`src/rtl/core/bhs_pkg.sv`:
```
// ---------------------------------------------------------------------------
// bhs_pkg
// Shared types and codes of the sorted byte histogram core.
// ---------------------------------------------------------------------------
package bhs_pkg;

  // Command codes carried on the input tuser
  typedef logic [1:0] cmd_t;
  localparam cmd_t CMD_COUNT = 2'd0;
  localparam cmd_t CMD_READ  = 2'd1;
  localparam cmd_t CMD_CLEAR = 2'd2;

  // Fixed field widths of the stream payloads
  localparam int SYM_W  = 8;
  localparam int OCC_W  = 24;
  localparam logic [OCC_W-1:0] OCC_MAX = 24'hFF_FFFF;

  // Sequencer states, one-hot
  typedef enum logic [3:0] {
    ST_IDLE   = 4'b0001,
    ST_CNT_WR = 4'b0010,
    ST_SCAN   = 4'b0100,
    ST_FINISH = 4'b1000
  } state_t;

  // Control of the shared selection unit
  typedef struct packed {
    logic start;       // forget the previous best candidate
    logic cand_valid;  // a table entry is presented this cycle
    logic started;     // read cursor holds a previously emitted entry
  } pick_ctrl_t;

endpackage

```
`src/rtl/core/bhs_pick.sv`:
```
// ---------------------------------------------------------------------------
// bhs_pick
// Shared compare unit: keeps the smallest entry that follows the read cursor,
// ties going to the larger byte value, over one table walk.
// ---------------------------------------------------------------------------
module bhs_pick #(
  parameter int COUNT_WIDTH = 24,
  parameter int ADDR_W      = 8
) (
  input  logic                       clk,
  input  logic                       rst,
  input  bhs_pkg::pick_ctrl_t        ctrl,
  input  logic [COUNT_WIDTH-1:0]     cand_count,
  input  logic [ADDR_W-1:0]          cand_sym,
  input  logic [COUNT_WIDTH-1:0]     last_count,
  input  logic [ADDR_W-1:0]          last_sym,
  output logic                       found,
  output logic [COUNT_WIDTH-1:0]     best_count,
  output logic [ADDR_W-1:0]          best_sym
);

  import bhs_pkg::*;

  logic eligible;
  logic better;

  // Candidate must be nonzero and lie after the cursor
  assign eligible = (cand_count != '0) &&
                    (!ctrl.started || (cand_count > last_count) ||
                     ((cand_count == last_count) && (cand_sym < last_sym)));

  // Candidate beats the current best
  assign better = !found || (cand_count < best_count) ||
                  ((cand_count == best_count) && (cand_sym > best_sym));

  // Track whether any entry qualified
  always_ff @(posedge clk) begin
    if (rst || ctrl.start) begin
      found <= 1'b0;
    end else if (ctrl.cand_valid && eligible) begin
      found <= 1'b1;
    end
  end

  // Hold the best entry so far
  always_ff @(posedge clk) begin
    if (ctrl.cand_valid && eligible && better) begin
      best_count <= cand_count;
      best_sym   <= cand_sym;
    end
  end

endmodule

```
`config.mk`:
```
export PLATFORM = sky130hd
export DESIGN_NAME = bhs_pick
export DESIGN_NICKNAME = d
export VERILOG_FILES = /design/src/rtl/core/bhs_pkg.sv /design/src/rtl/core/bhs_pick.sv
export SDC_FILE = /design/constraint.sdc
export NUM_CORES = 1
export LEC_CHECK = 0
export BUFFER_PORTS_ARGS = -buffer_cell sky130_fd_sc_hd__buf_2
export CORE_MARGIN = 4
export CORE_UTILIZATION = 45
export CTS_BUF_LIST = sky130_fd_sc_hd__clkbuf_4
export CTS_CLUSTER_DIAMETER = 150
export CTS_CLUSTER_SIZE = 14
export DETAILED_ROUTE_END_ITERATION = 8
export GPL_ROUTABILITY_DRIVEN = 0
export HOLD_SLACK_MARGIN = 0.12
export PLACE_DENSITY = 0.73
export SLEW_MARGIN = 30
export SYNTH_ARGS = -nofsm -noshare
export SYNTH_HDL_FRONTEND = slang
export SYNTH_SLANG_ARGS = --single-unit
```
`constraint.sdc`:
```
create_clock -name clk -period 8.4 [get_ports clk]
set_input_delay 1.26 -clock clk [delete_from_list [all_inputs] [get_ports clk]]
set_output_delay 1.26 -clock clk [all_outputs]
set_load 0.1 [all_outputs]
```
==> results of run 1 <==
## report_power, final
| group | total [mW] | leakage [nW] | internal (mW) | switching (mW) |
|---|---|---|---|---|
| registers | 0.200 | 0.313 | 0.194 | 0.00545 |
| logic | 0.188 | 1.42 | 0.0521 | 0.136 |
| clock network | 0.0846 | 0.0300 | 0.0303 | 0.0543 |
| total | 0.472 | 1.76 | 0.277 | 0.196 |
## state kept, by name (all words and copies together) (netlist names)
register	cells
best_sym	8
best_count	24
found	1
## routing by layer
| layer | track usage | part of all wire | vias up | wire (um) |
|---|---|---|---|---|
| met5 | 0 | 0 | - | 0 |
| met2 | 0.312 | 0.47 | 78 | 3000 |
| met4 | 0.0388 | 0.0084 | 0 | 54 |
| li1 | - | - | 1187 | - |
| met1 | 0.220 | 0.43 | 1049 | 2790 |
| met3 | 0.0608 | 0.089 | 6 | 572 |
## cells in the mapped netlist, types with 2 or more instances
cell,number
a211oi_1,4
a21o_1,3
a21oi_1,24
edfxtp_1,32
ha_1,63
inv_1,65
nand2_1,15
nand2b_1,2
nand3_1,6
nand4_1,10
nor2_1,6
nor2b_1,2
nor3_1,2
nor4_1,7
o21a_1,5
o21ai_0,8
## critical path, stage by stage
cell	delay (ns)
buf_2	0.13
ha_1	0.32
nand4_1	0.15
or4_4	0.52
o2111ai_1	0.21
a211oi_1	0.06
a211oi_1	0.32
o21a_1	0.63
buf_4	0.38
## placed cells by master, fill, tap and decap left out, drive strengths merged
master,netlist,final
buf,0,102
inv,65,65
ha,63,63
edfxtp,32,32
a21oi,24,24
nand2,15,15
nand4,11,11
o21ai,9,9
nor4,8,8
nor2,6,6
nand3,6,6
o21a,5,5
clkbuf,0,5
a211oi,4,4
a21o,3,3
clkinv,0,3
nor2b,2,2
nor3,2,2
nand2b,2,2
or4,2,2
a221oi,1,1
a22oi,1,1
o211a,1,1
o211ai,1,1
a211o,1,1
and4,1,1
o221ai,1,1
o2bb2ai,1,1
a2bb2oi,1,1
o2111ai,1,1
dfxtp,1,1
## per-stage QoR
stage / cells / util / power, mW / instance area [um^2]
global placement: 444 / 0.580 / 0.388 / 3250
CTS: 452 / 0.589 / 0.477 / 3300
global route: 452 / 0.589 / 0.504 / 3300
detailed placement: 444 / 0.580 / 0.392 / 3250
finish: 452 / 0.589 / 0.472 / 3300
floorplan: 270 / - / 0.341 / 2650
## final cells by class
class | count | area [um^2]
clock buffers | 5 | 37.5
flip-flops and latches | 33 | 981
fillers | 529 | 2310
clock inverters | 3 | 12.5
well taps | 72 | 90.1
inverters | 65 | 244
repair buffers | 102 | 513
multi-input cells | 172 | 1420
## cell families (layout without fill, tap and decap cells)
kind of cell / Yosys count / count (layout) / share of synthesized area
AOI/OAI and AO/OA: 54 / 54 / 0.126
adders and majority gates: 63 / 63 / 0.298
buffers and inverters: 65 / 175 / 0.0921
DFF: 33 / 33 / 0.370
and+or+nand+nor: 55 / 55 / 0.114
## how the worst min path moves through the flow
stage                      from  endpoint  slack (ns)  cells after the start
final                     found     found        0.52                      1
after CTS                 found     found        0.52                      1
after global placement    found     found        0.48                      1
after global routing      found     found        0.55                      1
after floorplan           found     found        0.99                      1
after detailed placement  found     found        0.48                      1
==> flow_summary_export.csv, run 1 <==
group,metric,value,unit
global_route,track_usage,0.181,
floorplanning,pin_count,102,
timing,worst_slack,4.46,ns
final_layout,nets,511,
logic_synthesis,ys_seq_area_frac,0.370,
critical_path,r2r_end,"best_count[18]",
critical_path,cp_max_fo,17,
power,power.leakage,1.76,nW
critical_path,worstRegToRegCells,9,
clock_tree,root_buffer,"clkbuf_4",
clock_tree,cts_buffer_depth,2,
critical_path,crit_arrival,3.97,ns
logic_synthesis,ys.flop_type,"edfxtp_1",
floorplanning,die_area,0.00718,mm^2
logic_synthesis,async_flop_share,0,
clock_tree,cts.sinks,33,
power,ir_drop,0.0672,mV
run_status,outcome,"completed",
logic_synthesis,synth_nets,402,
logic_synthesis,syn_inst,270,
detailed_routing,postRouteAntennaNets,0,
timing,slew_headroom,0.544,
detailed_routing,first_pass_iters,4,
final_layout,drive_gt1_frac,0.292,
global_route,grt_pass1_vias,2292,
clock_tree,cts_hold_buf,0,
flow_run,cap_violations,0,
global_route,grt_max_degree,18,
timing,period_share,0.469,
detailed_routing,drtIter0Drc,59,
critical_path,path_class,"input pin to register",
clock_tree,cts_buffers,5,
clock_tree,clk_pin_slew,0.11,ns
floorplanning,fp.dieW,84.7,um
global_route,grt_remaining_overflow,0,
detailed_routing,vias_per_cell,5.13,
timing,worst_pin_slew,0.684,ns
clock_tree,post_cts_resized,0,
critical_path,endpoint_kind,"register",
timing,holdWs,0.522,ns
final_layout,area_delta_synth_final,24.7,%
detailed_routing,wl,6420,um
detailed_routing,vias,2320,
logic_synthesis,synth_area_leaders,"edfxtp_1 (36%), ha_1 (30%), inv_1 (9.2%)",
logic_synthesis,syn_avg_cell_area,9.81,um^2
logic_synthesis,synth_top_area_frac,0.363,
logic_synthesis,synth-edff-count,32,
place,io_buffer_count,101,
timing,period_needed,3.94,ns
logic_synthesis,synth_top_cell_by_area,"edfxtp_1",
power,p_per_area,143,mW/mm^2
floorplanning,rows,27,
place,pre_cts_ws,4.09,ns
timing,rsz0062_at_grt,"no",
final_layout,diodes,0,
clock_tree,clk_latency,0.34,ns
critical_path,crit_start,"cand_count[19]",
logic_synthesis,yosys_warnings,0,
critical_path,endpoint,"best_count[18]",
timing,hold_viol,0,
detailed_routing,routedWlPerCell,14.2,um
clock_tree,ctsHtreeMaxLevel,2,
timing,final.setup.tns,0,ns
critical_path,r2r-start,"best_count[22]",
logic_synthesis,ys_seq_elements,33,
timing,fmax,254,MHz
global_route,grt_first_pass_wirelength,10500,um
critical_path,r2r_setup_slack,5.18,ns
floorplanning,die_y,84.7,um
timing,finClkSkew,0.00870,ns
critical_path,start_kind,"input pin",
global_route,antenna_found_initial,0,
clock_tree,cts_tree,"built",
floorplanning,fp.coreArea,0.00561,mm^2
detailed_routing,drc_errors,0,
clock_tree,post_cts.repair.setup_buffers,0,
floorplanning,initial_core_util,0.472,
timing,slew_viol_final,0,
logic_synthesis,ys_types,32,
timing,setup_viol,0,
place,hpwl,5540,um
critical_path,crit_required,8.43,ns
logic_synthesis,syn_area,0.00265,mm^2
min_path,hp-class,"register to register",
No activity file was read; power rests on OpenSTA's default activity.
==> inputs of run 2 (changes only) <==
==> constraint.sdc (replaced) <==
create_clock -name clk -period 3.65 [get_ports clk]
set_input_delay 0.5475 -clock clk [delete_from_list [all_inputs] [get_ports clk]]
set_output_delay 0.5475 -clock clk [all_outputs]
set_load 0.1 [all_outputs]
==> flow_summary_export.csv, run 2 (same netlist as run 1, synthesis figures left out) <==
group,metric,value,unit
run_status,outcome,"completed",
timing,final.setup.tns,0,ns
timing,fmax,373,MHz
final_layout,final_cell_mix,"buf_2 (101), inv_1 (65), ha_1 (63), edfxtp_1 (32), a21oi_1 (24)",
min_path,holdPathStages,1,
floorplanning,initial_core_util,0.472,
detailed_routing,first_pass_iters,4,
clock_tree,post_cts.repair.setup_buffers,0,
floorplanning,rows,27,
critical_path,start_kind,"register",
final_layout,drive_gt1_frac,0.299,
global_route,antenna_found_initial,0,
critical_path,r2r_end,"best_sym[6]",
critical_path,r2r_setup_slack,0.97,ns
critical_path,r2r-start,"best_count[22]",
clock_tree,post_cts_resized,0,
clock_tree,cts_buffers,5,
min_path,hp-class,"input pin to register",
critical_path,crit_required,3.67,ns
place,hpwl,5520,um
clock_tree,cts_hold_buf,0,
power,ir_drop,0.165,mV
place,post_dp_cell_area,0.00326,mm^2
critical_path,path_cells,"inv_1 > ha_1 > nand4_2 > nor4_2 > nand2_1 > or4_1 > o21ai_1 > o21a_2 > buf_4",
timing,period_needed,2.68,ns
final_layout,mostFrequentLayoutCell,"buf_2",
floorplanning,fp.coreArea,0.00561,mm^2
critical_path,cp_slowest_cell,"or4_1",
floorplanning,fp.dieW,84.7,um
detailed_routing,wl,6280,um
clock_tree,cts_buffer_depth,2,
global_route,track_usage,0.179,
min_path,hold-path-endpoint,"best_sym[0]",
timing,worst_slack,0.969,ns
clock_tree,cts.sinks,33,
place,pre_cts_ws,0.640,ns
critical_path,worstRegToRegCells,9,
detailed_routing,postRouteAntennaNets,0,
critical_path,crit_buf_inv,2,
clock_tree,ctsHtreeMaxLevel,2,
final_layout,largestRegisters,"best_count: 24 flops, best_sym: 8 flops, found: 1 flops",
clock_tree,clk_pin_slew,0.11,ns
final_layout,area_delta_synth_final,25.2,%
final_layout,largest_reg_flops,24,
timing,worst_pin_slew,0.496,ns
min_path,hold_start,"cand_sym[0]",
detailed_routing,drc_errors,0,
critical_path,path_class,"register to register",
power,power.leakage,1.77,nW
final_layout,regMostFlops,"best_count",
timing,finClkSkew,0.0159,ns
place,io_buffer_count,101,
clock_tree,cts_tree,"built",
clock_tree,clk_latency,0.33,ns
critical_path,crit_arrival,2.71,ns
detailed_routing,vias_per_cell,5.16,
final_layout,nets,512,
timing,slew_viol_final,0,
final_layout,finalInstanceArea,0.00332,mm^2
floorplanning,die_area,0.00718,mm^2
floorplanning,die_y,84.7,um
power,p_per_area,332,mW/mm^2
timing,period_share,0.735,
critical_path,endpoint_kind,"register",
timing,slew_headroom,0.672,
detailed_routing,drtIter0Drc,61,
detailed_routing,vias,2336,
timing,hold_viol,0,
critical_path,critPathTopFamily,"simple AND/OR/NAND/NOR gates",
flow_run,cap_violations,0,
global_route,grt_first_pass_wirelength,10500,um
critical_path,cp_max_fo,17,
critical_path,max_stage_delay,0.52,ns
final_layout,diodes,0,
timing,setup_viol,0,
global_route,grt_remaining_overflow,0,
timing,rsz0062_at_grt,"no",
clock_tree,root_buffer,"clkbuf_4",
global_route,grt_max_degree,18,
global_route,grt_pass1_vias,2383,
detailed_routing,routedWlPerCell,13.9,um
final_layout,fin_util,0.591,
floorplanning,pin_count,102,
## run 2: cell types whose count changed in the layout (fill, tap and decap cells not counted), sizes merged
cell	change
clkbuf	+2
clkinv	-2
buf	+1
## run 2: worst max-delay path by stage
| stage | startpoint | end | slack, ns | cells after the start |
|---|---|---|---|---|
| after floorplan | best_count[22] | best_count[0] | 0.25 | 8 |
| after detailed placement | cand_count[22] | best_sym[5] | 0.64 | 9 |
| final | best_count[22] | best_sym[6] | 0.97 | 9 |
| after global placement | cand_count[22] | best_sym[1] | 0.71 | 9 |
| after CTS | best_count[22] | best_sym[5] | 0.92 | 9 |
| after global routing | best_count[22] | best_count[0] | 0.75 | 9 |
## run 2: where the power goes
| group | leakage (nW) | internal [mW] | switching [mW] |
|---|---|---|---|
| sequential | 0.313 | 0.447 | 0.0125 |
| clock | 0.0338 | 0.0889 | 0.117 |
| combinational | 1.42 | 0.122 | 0.313 |
## run 2: routing by layer
layer,share of wire,wire length (um),track usage
met1,0.43,2670,0.221
met2,0.47,2930,0.299
met3,0.097,611,0.0648
met4,0.011,68,0.0403
met5,0,0,0
## run 2: worst reg2reg max path, stage by stage (launching register included)
cell,delay (ns)
edfxtp_1,0.36
inv_1,0.05
ha_1,0.32
nand4_2,0.15
nor4_2,0.34
nand2_1,0.11
or4_1,0.52
o21ai_1,0.13
o21a_2,0.14
buf_4,0.25
## run 2: per-stage QoR
| step | power (mW) | std cells | hold slack, ns |
|---|---|---|---|
| floorplan | 0.784 | 270 | 0.646 |
| global placement | 0.895 | 445 | 0.483 |
| detailed placement | 0.905 | 445 | 0.477 |
| CTS | 1.11 | 453 | 0.388 |
| global route | 1.18 | 453 | 0.379 |
| finish | 1.10 | 453 | 0.405 |
## run 2: cell type report
cell class	count	area, um^2
Sequential cell	33	981
Clock buffer	7	52.6
Fill cell	515	2290
Tap cell	72	90.1
Multi-Input combinational cell	172	1430
Inverter	65	244
Clock inverter	1	3.75
Timing Repair Buffer	103	520
